`config.mk`:
```
export PLATFORM = sky130hd
export DESIGN_NAME = ac_remote_frame_builder
export DESIGN_NICKNAME = d
export VERILOG_FILES = /design/src/ac_frm_pkg.sv /design/src/ac_remote_frame_builder.sv
export SDC_FILE = /design/constraint.sdc
export NUM_CORES = 1
export LEC_CHECK = 0
export ABC_CLOCK_PERIOD_IN_PS = 8300
export BUFFER_PORTS_ARGS = -buffer_cell sky130_fd_sc_hd__buf_4
export CAP_MARGIN = 20
export CORE_UTILIZATION = 60
export CTS_BUF_LIST = sky130_fd_sc_hd__clkbuf_16
export DETAILED_ROUTE_END_ITERATION = 10
export PLACE_DENSITY_LB_ADDON = 0.12
export SLEW_MARGIN = 10
export SYNTH_ARGS = -nofsm -noshare
export SYNTH_HDL_FRONTEND = slang
export SYNTH_SLANG_ARGS = --single-unit
```
`constraint.sdc`:
```
create_clock -name clk -period 8.3 [get_ports clk]
set_input_delay 1.66 -clock clk [delete_from_list [all_inputs] [get_ports clk]]
set_output_delay 1.66 -clock clk [all_outputs]
set_load 0.02 [all_outputs]
```
`src/ac_frm_pkg.sv`:
```
// ============================================================================
// ac_frm_pkg: shared types and constants of the remote frame builder
// Request and result word layouts, operation and model codes, frame constants
// and the small code tables used when a frame is assembled.
// ============================================================================
package ac_frm_pkg;

    // Request word: one frame build request.
    typedef struct packed {
        logic [1:0] operation;
        logic [2:0] item_index;
        logic [2:0] mode;
        logic [2:0] fan_speed;
        logic [7:0] setpoint;
        logic [5:0] feature_bits;
    } req_t;

    // Result word: one frame byte with its flags.
    typedef struct packed {
        logic [7:0] frame_byte;
        logic       last_byte;
        logic       rejected;
    } res_t;

    // Configuration register indexes.
    localparam logic [1:0] CFG_MODEL_SELECT = 2'd0;
    localparam logic [1:0] CFG_TEMP_FLOOR   = 2'd1;
    localparam logic [1:0] CFG_TEMP_CEILING = 2'd2;

    // Operation codes.
    localparam logic [1:0] OP_STATE  = 2'd0;
    localparam logic [1:0] OP_TOGGLE = 2'd1;
    localparam logic [1:0] OP_EXTRA  = 2'd2;

    // Toggle indexes.
    localparam logic [2:0] TGL_POWER_OFF = 3'd0;
    localparam logic [2:0] TGL_POWERFUL  = 3'd2;
    localparam logic [2:0] TGL_ECONO     = 3'd3;
    localparam logic [2:0] TGL_LAST      = 3'd5;
    localparam logic [2:0] EXTRA_LAST    = 3'd3;

    // Mode codes of the request.
    localparam logic [2:0] MODE_OFF  = 3'd0;
    localparam logic [2:0] MODE_COOL = 3'd1;
    localparam logic [2:0] MODE_LAST = 3'd5;

    // Remote model codes.
    localparam logic [2:0] MODEL_DEFAULT    = 3'd0;
    localparam logic [2:0] MODEL_MARKER_MAX = 3'd2;
    localparam logic [2:0] MODEL_ALT_TEMP   = 3'd3;
    localparam logic [2:0] MODEL_SHORT_A    = 3'd4;
    localparam logic [2:0] MODEL_SHORT_B    = 3'd5;
    localparam logic [2:0] MODEL_LAST       = 3'd5;

    // Frame byte constants.
    localparam logic [7:0] PRE_BYTE0     = 8'h14;
    localparam logic [7:0] PRE_BYTE1     = 8'h63;
    localparam logic [7:0] PRE_BYTE2     = 8'h00;
    localparam logic [7:0] PRE_BYTE3     = 8'h10;
    localparam logic [7:0] PRE_BYTE4     = 8'h10;
    localparam logic [7:0] LONG_MARK     = 8'hFE;
    localparam logic [7:0] PROTO_STD     = 8'h30;
    localparam logic [7:0] PROTO_ALT     = 8'h31;
    localparam logic [7:0] CKS_SHORT_FAM = 8'h9B;
    localparam logic [7:0] CMD_POWER_OFF = 8'h02;
    localparam logic [7:0] CMD_POWERFUL  = 8'h39;
    localparam logic [7:0] CMD_ECONO     = 8'h09;
    localparam logic [7:0] MARKER_BIT    = 8'h20;
    localparam logic [7:0] FILTER_BIT    = 8'h08;

    // Length of a full long frame.
    localparam int FRAME_BYTES = 16;

    // Short frame length for models with a complement byte.
    localparam int SHORT_BYTES = 7;
    localparam int REST_OFFSET = 7;

    // Sum of the fixed bytes 0..7 of a one-byte-shorter long frame (protocol 0x30).
    localparam int  FIXED_SUM_INT = 32'h14 + 32'h63 + 32'h00 + 32'h10 + 32'h10
                                  + 32'hFE + (FRAME_BYTES - 1 - REST_OFFSET) + 32'h30;
    localparam logic [7:0] FIXED_SUM15 = FIXED_SUM_INT[7:0];

    // Mode code of a long frame.
    function automatic logic [2:0] mode_code(input logic [2:0] m);
        logic [2:0] c;
        case (m)
            3'd0:    c = 3'h1;
            3'd1:    c = 3'h1;
            3'd2:    c = 3'h0;
            3'd3:    c = 3'h2;
            3'd4:    c = 3'h4;
            3'd5:    c = 3'h3;
            default: c = 3'h1;
        endcase
        return c;
    endfunction

    // Fan code of a long frame; unknown speeds act as auto.
    function automatic logic [2:0] fan_code(input logic [2:0] f);
        logic [2:0] c;
        case (f)
            3'd1:    c = 3'h3;
            3'd2:    c = 3'h2;
            3'd3:    c = 3'h1;
            default: c = 3'h0;
        endcase
        return c;
    endfunction

    // Command byte of an extra request.
    function automatic logic [7:0] extra_code(input logic [1:0] i);
        logic [7:0] c;
        case (i)
            2'd0:    c = 8'h6C;
            2'd1:    c = 8'h6D;
            2'd2:    c = 8'h79;
            default: c = 8'h7A;
        endcase
        return c;
    endfunction

endpackage

```
`src/ac_remote_frame_builder.sv`:
```
// ============================================================================
// ac_remote_frame_builder: air-conditioner remote frame builder
// Registers one request, assembles the whole frame in one pass into a frame
// register and sends it one byte per cycle while out_ready is high, flagging the last byte.
// ============================================================================
// The first byte of a frame is offered once its request has passed the input register and
// been loaded into the frame register. One frame byte per cycle while out_ready is high; a
// request gives 15 or 16 bytes for long frames, 6 or 7 for short ones, 1 when rejected, read
// from the frame register by the serialiser. The next request waits in the input register.
// Reset: asynchronous, active low; clears control flags and loads the configuration
// defaults (model 0, floor 16, ceiling 30). Frame bytes are not reset.
module ac_remote_frame_builder (
    input  logic              clk,
    input  logic              rst_n,
    input  logic              in_valid,
    output logic              in_ready,
    input  ac_frm_pkg::req_t  in_data,
    output logic              out_valid,
    input  logic              out_ready,
    output ac_frm_pkg::res_t  out_data,
    input  logic              cfg_we,
    input  logic [1:0]        cfg_index,
    input  logic [5:0]        cfg_data
);

    localparam int FRAME_BYTES = ac_frm_pkg::FRAME_BYTES;
    localparam int POS_W = $clog2(FRAME_BYTES);
    localparam int LEN_W = $clog2(FRAME_BYTES + 1);

    // Configuration registers.
    logic [2:0] model_select_reg;
    logic [5:0] temp_floor_reg;
    logic [5:0] temp_ceiling_reg;

    // Input register.
    logic             in_valid_reg;
    ac_frm_pkg::req_t req_reg;

    // Frame register and serialiser state.
    logic [7:0]       frame_store_reg [FRAME_BYTES];
    logic [7:0]       frame_next      [FRAME_BYTES];
    logic [POS_W-1:0] byte_position_reg;
    logic [LEN_W-1:0] frame_length_reg;
    logic [LEN_W-1:0] frame_length_next;
    logic             sending_reg;
    logic             rejected_reg;
    logic             rejected_next;

    logic fire_out;
    logic is_last;
    logic done;
    logic load;

    // Configuration writes.
    always_ff @(posedge clk or negedge rst_n)
    begin
        if (!rst_n)
        begin
            model_select_reg <= 3'd0;
            temp_floor_reg   <= 6'd16;
            temp_ceiling_reg <= 6'd30;
        end
        else if (cfg_we)
        begin
            case (cfg_index)
                ac_frm_pkg::CFG_MODEL_SELECT: model_select_reg <= cfg_data[2:0];
                ac_frm_pkg::CFG_TEMP_FLOOR:   temp_floor_reg   <= cfg_data;
                ac_frm_pkg::CFG_TEMP_CEILING: temp_ceiling_reg <= cfg_data;
                default:                      ;
            endcase
        end
    end

    // Handshake control.
    assign fire_out  = out_valid && out_ready;
    assign is_last   = ((LEN_W'(byte_position_reg) + LEN_W'(1)) == frame_length_reg);
    assign done      = fire_out && is_last;
    assign load      = in_valid_reg && (!sending_reg || done);
    assign in_ready  = !in_valid_reg || load;
    assign out_valid = sending_reg;

    // Frame assembly from the registered request.
    always_comb
    begin
        logic [2:0] model;
        logic       short_fam;
        logic [7:0] floor8;
        logic [7:0] ceil8;
        logic [7:0] t_lo;
        logic [7:0] t_cl;
        logic [7:0] diff;
        logic [5:0] field;
        logic [2:0] long_mode;
        logic [7:0] b6;
        logic [7:0] b7;
        logic [7:0] b8;
        logic [7:0] b9;
        logic [7:0] b10;
        logic [7:0] b14;
        logic [7:0] sum16;
        logic [7:0] sum15;
        logic [7:0] cmd;
        logic       make_long;
        logic       bad;
        logic [LEN_W-1:0] llen;
        logic [LEN_W-1:0] slen;

        model = (model_select_reg > ac_frm_pkg::MODEL_LAST) ?
                ac_frm_pkg::MODEL_DEFAULT : model_select_reg;
        short_fam = (model == ac_frm_pkg::MODEL_SHORT_A) ||
                    (model == ac_frm_pkg::MODEL_SHORT_B);
        llen = short_fam ? LEN_W'(FRAME_BYTES - 1) : LEN_W'(FRAME_BYTES);
        slen = short_fam ? LEN_W'(ac_frm_pkg::SHORT_BYTES - 1) :
                           LEN_W'(ac_frm_pkg::SHORT_BYTES);

        // Clamp the setpoint: floor first, then the ceiling wins.
        floor8 = {2'b00, temp_floor_reg};
        ceil8  = {2'b00, temp_ceiling_reg};
        t_lo   = (req_reg.setpoint < floor8) ? floor8 : req_reg.setpoint;
        t_cl   = (t_lo > ceil8) ? ceil8 : t_lo;

        // Temperature field wraps to six bits.
        if (model == ac_frm_pkg::MODEL_ALT_TEMP)
        begin
            diff  = t_cl - {3'b000, temp_floor_reg[5:1]};
            field = {diff[4:0], 1'b0};
        end
        else
        begin
            diff  = t_cl - floor8;
            field = {diff[3:0], 2'b00};
        end

        long_mode = ((req_reg.mode == ac_frm_pkg::MODE_OFF) ||
                     (req_reg.mode > ac_frm_pkg::MODE_LAST)) ?
                    ac_frm_pkg::MODE_COOL : req_reg.mode;

        b6  = 8'(llen) - 8'(ac_frm_pkg::REST_OFFSET);
        b7  = (model == ac_frm_pkg::MODEL_ALT_TEMP) ?
              ac_frm_pkg::PROTO_ALT : ac_frm_pkg::PROTO_STD;
        b8  = {field, 2'b01};
        b9  = {4'h0, req_reg.feature_bits[5], ac_frm_pkg::mode_code(long_mode)};
        b10 = {3'b000, req_reg.feature_bits[1] && !short_fam, 1'b0,
               ac_frm_pkg::fan_code(req_reg.fan_speed)};
        b14 = ((model <= ac_frm_pkg::MODEL_MARKER_MAX) ? ac_frm_pkg::MARKER_BIT : 8'h00) |
              (req_reg.feature_bits[4] ? ac_frm_pkg::FILTER_BIT : 8'h00);

        // Checksums: bytes 7..14 negated, or 0x9B minus bytes 0..13.
        sum16 = b7 + b8 + b9 + b10 + b14;
        sum15 = ac_frm_pkg::FIXED_SUM15 + b8 + b9 + b10;

        // Request decode.
        bad       = 1'b0;
        make_long = 1'b0;
        cmd       = ac_frm_pkg::CMD_POWER_OFF;
        case (req_reg.operation)
            ac_frm_pkg::OP_STATE:
            begin
                bad = (req_reg.mode == ac_frm_pkg::MODE_OFF) ||
                      (req_reg.mode > ac_frm_pkg::MODE_LAST);
                make_long = 1'b1;
            end
            ac_frm_pkg::OP_TOGGLE:
            begin
                bad = (req_reg.item_index > ac_frm_pkg::TGL_LAST);
                case (req_reg.item_index)
                    ac_frm_pkg::TGL_POWER_OFF: cmd = ac_frm_pkg::CMD_POWER_OFF;
                    ac_frm_pkg::TGL_POWERFUL:  cmd = ac_frm_pkg::CMD_POWERFUL;
                    ac_frm_pkg::TGL_ECONO:     cmd = ac_frm_pkg::CMD_ECONO;
                    default:                   make_long = 1'b1;
                endcase
            end
            ac_frm_pkg::OP_EXTRA:
            begin
                bad = (req_reg.item_index > ac_frm_pkg::EXTRA_LAST);
                cmd = ac_frm_pkg::extra_code(req_reg.item_index[1:0]);
            end
            default:
            begin
                bad = 1'b1;
            end
        endcase

        // Frame bytes; unused positions are cleared.
        for (int i = 0; i < FRAME_BYTES; i++)
        begin
            frame_next[i] = 8'h00;
        end
        frame_next[0] = ac_frm_pkg::PRE_BYTE0;
        frame_next[1] = ac_frm_pkg::PRE_BYTE1;
        frame_next[2] = ac_frm_pkg::PRE_BYTE2;
        frame_next[3] = ac_frm_pkg::PRE_BYTE3;
        frame_next[4] = ac_frm_pkg::PRE_BYTE4;

        if (bad)
        begin
            frame_next[0]     = 8'h00;
            frame_length_next = LEN_W'(1);
            rejected_next     = 1'b1;
        end
        else if (make_long)
        begin
            frame_next[5]  = ac_frm_pkg::LONG_MARK;
            frame_next[6]  = b6;
            frame_next[7]  = b7;
            frame_next[8]  = b8;
            frame_next[9]  = b9;
            frame_next[10] = b10;
            if (short_fam)
            begin
                frame_next[FRAME_BYTES-2] = ac_frm_pkg::CKS_SHORT_FAM - sum15;
            end
            else
            begin
                frame_next[FRAME_BYTES-2] = b14;
                frame_next[FRAME_BYTES-1] = 8'h00 - sum16;
            end
            frame_length_next = llen;
            rejected_next     = 1'b0;
        end
        else
        begin
            frame_next[5] = cmd;
            frame_next[6] = short_fam ? 8'h00 : ~cmd;
            frame_length_next = slen;
            rejected_next     = 1'b0;
        end
    end

    // Input register control.
    always_ff @(posedge clk or negedge rst_n)
    begin
        if (!rst_n)
        begin
            in_valid_reg <= 1'b0;
        end
        else if (in_valid && in_ready)
        begin
            in_valid_reg <= 1'b1;
        end
        else if (load)
        begin
            in_valid_reg <= 1'b0;
        end
    end

    // Input register payload.
    always_ff @(posedge clk)
    begin
        if (in_valid && in_ready)
        begin
            req_reg <= in_data;
        end
    end

    // Serialiser control.
    always_ff @(posedge clk or negedge rst_n)
    begin
        if (!rst_n)
        begin
            sending_reg       <= 1'b0;
            byte_position_reg <= '0;
            frame_length_reg  <= '0;
            rejected_reg      <= 1'b0;
        end
        else if (load)
        begin
            sending_reg       <= 1'b1;
            byte_position_reg <= '0;
            frame_length_reg  <= frame_length_next;
            rejected_reg      <= rejected_next;
        end
        else if (done)
        begin
            sending_reg       <= 1'b0;
            byte_position_reg <= '0;
        end
        else if (fire_out)
        begin
            byte_position_reg <= byte_position_reg + POS_W'(1);
        end
    end

    // Frame register payload.
    always_ff @(posedge clk)
    begin
        if (load)
        begin
            for (int i = 0; i < FRAME_BYTES; i++)
            begin
                frame_store_reg[i] <= frame_next[i];
            end
        end
    end

    // Result word.
    assign out_data.frame_byte = frame_store_reg[byte_position_reg];
    assign out_data.last_byte  = is_last;
    assign out_data.rejected   = rejected_reg;

    // A rejected request gives exactly one result word.
    assert property (@(posedge clk) disable iff (!rst_n)
        (sending_reg && rejected_reg) |-> (frame_length_reg == LEN_W'(1) && is_last))
        else $error("rejected result is not a single last word");

    // The byte position never runs past the frame length.
    assert property (@(posedge clk) disable iff (!rst_n)
        sending_reg |-> (LEN_W'(byte_position_reg) < frame_length_reg))
        else $error("byte position beyond frame length");

    // Finishing a frame with nothing waiting leaves the serialiser idle.
    assert property (@(posedge clk) disable iff (!rst_n)
        (done && !in_valid_reg) |=> !sending_reg)
        else $error("serialiser still busy after final byte");

    // Input is held back only while a request waits in the input register.
    assert property (@(posedge clk) disable iff (!rst_n)
        !in_ready |-> (in_valid_reg && sending_reg))
        else $error("input stalled without a waiting request");

    // A waiting request is handed over as soon as a frame completes.
    assert property (@(posedge clk) disable iff (!rst_n)
        (done && in_valid_reg) |=> (sending_reg && byte_position_reg == '0))
        else $error("waiting request not loaded after frame end");

endmodule
```
==> flow_results.org <==
** GRT
- In the global route stage, overall resource usage came out at 0.258.
- Global routing finished with a remaining overflow of 0.
- The first global-routing pass estimated 20,000 µm of wire.
- Number of antenna violations at the first check in global routing :: 0
- Pin count of the biggest net entering global routing :: 48
- The number of global-route vias before repair was 4,150.

** Worst setup path
- Cell with the largest stage delay on the worst path :: sky130_fd_sc_hd__dfstp_2
- The setup path with the least slack is of type flop to flop.
- RR Startpoint :: temp_floor_reg[4]
- Crit path required time :: 8.38 ns
- Number of buffer and inverter stages on the critical path :: 3
- Largest fanout on the critical path :: 12
- Element type at the critical path end :: flop
- Startpoint type of the worst setup path :: flop
- Launching instance or port of the critical path :: temp_floor_reg[4]
- The worst register-to-register path ends at frame_store_reg[15][7].
- Maximum cell stage delay along the critical path :: 0.55 ns
- In this run the number of cells on the critical path is 26.
- Grouping stages by cell kind, the critical path spends the most delay in adder cells.
- Worst-case reg-to-reg path depth :: 26
- In this run the worst setup path terminates at frame_store_reg[15][7].
- Register-to-Register Setup Slack :: 1.33 ns
- Data arrival, critical path :: 7.06 ns

** Drt
- Routed via count :: 4,153
- Using the TritonRoute via totals, the vias-per-cell ratio works out to 5.72.
- DRC violation total after the first TritonRoute iteration :: 205
- After detailed routing, the average wire length per cell comes to 17.3 µm.
- Detailed-routing iteration count for the pre-antenna-repair pass :: 5
- The count of nets left with antenna violations once routing finished came out at 0.
- Summed over all layers, the routed wires come to 12,500 µm.
- For this run, design rule violations remaining after detail routing come to 0.

** Finish
- From synthesis to final layout, the design area changed by 13.0%.
- Fraction of layout instances using a drive strength above 1 :: 0.171
- The register with the most flip-flops in the layout has 46 of them.
- Summing all flip-flop and latch instances after layout gives 0.00270 mm².
- Fill cells in the final layout number 683.
- Measured on the finished design, the core utilization comes to 0.710.
- The net count of the finished layout is 697.
- Multi-input gate area in the final layout :: 0.00291 mm²
- The number of antenna diodes in the final layout is 0.

** Placed design
- Input and output buffers added on the ports amount to 46.
- Final RePlAce weighted congestion :: 0.914
- Dpl hpwl :: 9200 µm

** Clock tree
- The clock tree synthesis step divided the H-tree into 3 levels.
- Clk_lat worst skew :: 0.34 ns
- Clock sink total :: 94
- Buffer levels on the longest clock path :: 2
- Post-CTS repair changed the size of 0 cells.
- CTS tree :: built
- Clk slew on worst S/H paths :: 0.07 ns
- Buffers inserted during clock tree synthesis total 9.
- In this run, post-CTS hold repair placed 0 buffers.
- Post-CTS setup repair buffer count :: 0
- The tree is rooted in a sky130_fd_sc_hd__clkbuf_16.

** Timing
- In the finished design, the share of the clock period the worst path needs comes to 0.840.
- Setup repair after global routing left no endpoint under its margin.
- Number of hold violations in the final report :: 0
- Based on the critical path, the design can be clocked at up to 143 MHz.
- Setup clock skew after layout :: 0.00940 ns
- Measured against its own limit, the worst slew margin works out to 0.412.
- Slew at the pin closest to its max-slew limit :: 0.882 ns
- Min Clock Period, post-route :: 6.97 ns
- Setup violations remaining at the end of the flow were counted as 0.
- Summed over all failing endpoints, the final setup total negative slack is 0 ns.
- Max-slew violations :: 0

** Synthesis
- Cell types with the highest counts after synthesis :: 68 x sky130_fd_sc_hd__edfxtp_1, 59 x sky130_fd_sc_hd__ha_1, 56 x sky130_fd_sc_hd__inv_1
- Number of flip-flops and latches in the synthesized netlist :: 94
- Count of yosys warnings during synthesis :: 0
- Top cells by area in the synthesized netlist :: sky130_fd_sc_hd__edfxtp_1 35%, sky130_fd_sc_hd__ha_1 12%, sky130_fd_sc_hd__dfrtp_1 8.9%
- Count of flip-flops with a built-in enable after synthesis :: 68
- For this run, asynchronously set or reset flops after synthesis account for 0.277.
- Most frequently used cell type in the post-synthesis netlist :: sky130_fd_sc_hd__edfxtp_1
- In the synthesized netlist, the number of instances is 550.
- The share of synthesized area in the top cell type comes to 0.345.
- Synthesis produced a netlist with a net count of 655.
- Most instantiated flip-flop cell in the synthesis netlist :: sky130_fd_sc_hd__edfxtp_1
- Counting distinct cell types in the post-synthesis netlist gives 57.
- In this run the mean area of a mapped cell was 10.8 µm².
- For this run, the register share of the synthesized area comes to 0.456.
- Largest area contributor in the synthesized netlist :: sky130_fd_sc_hd__edfxtp_1
- Summing every instance area after synthesis gives 0.00591 mm².

** Floorplanning
- Die Height :: 101 µm
- FP Rows :: 35
- Effective utilization at floorplan :: 0.628
- DIE AREA :: 0.0103 mm²
- Die Width :: 101 µm
- The core region is 0.00942 mm².
- In this run the count of I/O pins placed on the die edge is 50.

** Power and ir drop
- Leak :: 2.91 nW
- Worst-case vdd ir drop :: 0.212 mV
- Dividing total power by cell area gives a power density of 403 mW/mm².

** Run status
- The flow ran to the end, and the final reports show no timing, DRC or antenna violations.

** Job
- MaxCap Viol Count :: 0

** Hold path
- The worst hold path belongs to the class flop to flop.
[cell families after synthesis]
kind of cell,count (synthesis),share of synthesized area
AO/OA/AOI/OAI,112,0.126
adder cells (fa/ha/maj),67,0.152
buffers and inverters,76,0.0510
XOR/XNOR,20,0.0296
AND/OR/NAND/NOR,150,0.123
flip-flops,94,0.456
multiplexers,31,0.0622
[area by class of cell]
type | count | area share
multi-input combinational | 380 | 0.436
sequential | 94 | 0.404
timing repair buffer | 48 | 0.0550
clock buffer | 10 | 0.0374
inverter | 59 | 0.0331
tap | 129 | 0.0242
clock inverter | 6 | 0.0103
[through the flow]
step	power [mW]	instances	hold slack (ns)	setup slack (ns)	instance area, µm²
finish	2.69	726	0.496	1.33	6680
global route	2.89	726	0.530	0.844	6680
CTS	2.68	725	0.506	1.31	6670
detailed placement	2.24	709	0.490	1.38	6350
global placement	2.18	709	0.466	1.52	6350
floorplan	1.88	550	0.451	2.00	5910
[cells in the final DEF, fill, tap and decap left out, types with 3 or more instances in the layout]
cell,synthesis,layout
sky130_fd_sc_hd__edfxtp_1,68,68
sky130_fd_sc_hd__ha_1,59,59
sky130_fd_sc_hd__inv_1,56,57
sky130_fd_sc_hd__buf_4,2,47
sky130_fd_sc_hd__nor2_1,44,44
sky130_fd_sc_hd__nand2_1,42,42
sky130_fd_sc_hd__o21ai_0,32,32
sky130_fd_sc_hd__a21oi_1,27,27
sky130_fd_sc_hd__mux2_2,22,22
sky130_fd_sc_hd__dfrtp_1,21,21
sky130_fd_sc_hd__xnor2_1,13,13
sky130_fd_sc_hd__and3_1,13,13
sky130_fd_sc_hd__a22oi_1,11,11
sky130_fd_sc_hd__nand2b_1,10,10
sky130_fd_sc_hd__clkbuf_16,0,10
sky130_fd_sc_hd__a22o_1,8,8
sky130_fd_sc_hd__a21o_1,8,8
sky130_fd_sc_hd__fa_1,8,8
sky130_fd_sc_hd__nor2b_1,7,7
sky130_fd_sc_hd__xor2_1,7,7
sky130_fd_sc_hd__nand3_1,7,7
sky130_fd_sc_hd__and2_1,6,6
sky130_fd_sc_hd__mux2i_1,6,6
sky130_fd_sc_hd__nor3_1,6,6
sky130_fd_sc_hd__dfstp_2,5,5
sky130_fd_sc_hd__nor3b_1,4,4
sky130_fd_sc_hd__nand3b_1,3,3
sky130_fd_sc_hd__o211ai_1,3,3
sky130_fd_sc_hd__a221o_1,3,3
sky130_fd_sc_hd__o22ai_1,3,3
[power breakdown]
group          total (mW)  switching, mW  internal (mW)
clock network       0.432          0.178          0.254
logic                1.47          0.828          0.643
registers           0.789          0.112          0.677
total                2.69           1.12           1.57
[how the worst min path moves through the flow]
stage | end | slack (ns) | cells past startpoint | startpoint
detailed placement | rejected_reg | 0.49 | 2 | rejected_reg
global route | temp_ceiling_reg[5] | 0.53 | 1 | temp_ceiling_reg[5]
finish | rejected_reg | 0.50 | 2 | rejected_reg
global placement | rejected_reg | 0.47 | 2 | rejected_reg
CTS | rejected_reg | 0.51 | 2 | rejected_reg
floorplan | rejected_reg | 0.45 | 2 | rejected_reg
[layer usage]
layer  share of wire  global-route usage  up-vias  wire, µm
met5               0                   0        -         0
met4           0.013              0.0780        0       157
met3           0.039              0.0290       16       495
met2            0.50               0.457      122      6280
met1            0.45               0.336     1987      5610
li1                -                   -     2028         -
[worst min-delay path, stage by stage, from the launching register on]
cell and delay (ns):
sky130_fd_sc_hd__dfrtp_1 0.35, sky130_fd_sc_hd__nand2_1 0.05, sky130_fd_sc_hd__o21ai_0 0.06
Power figures use the tool's default switching activity.
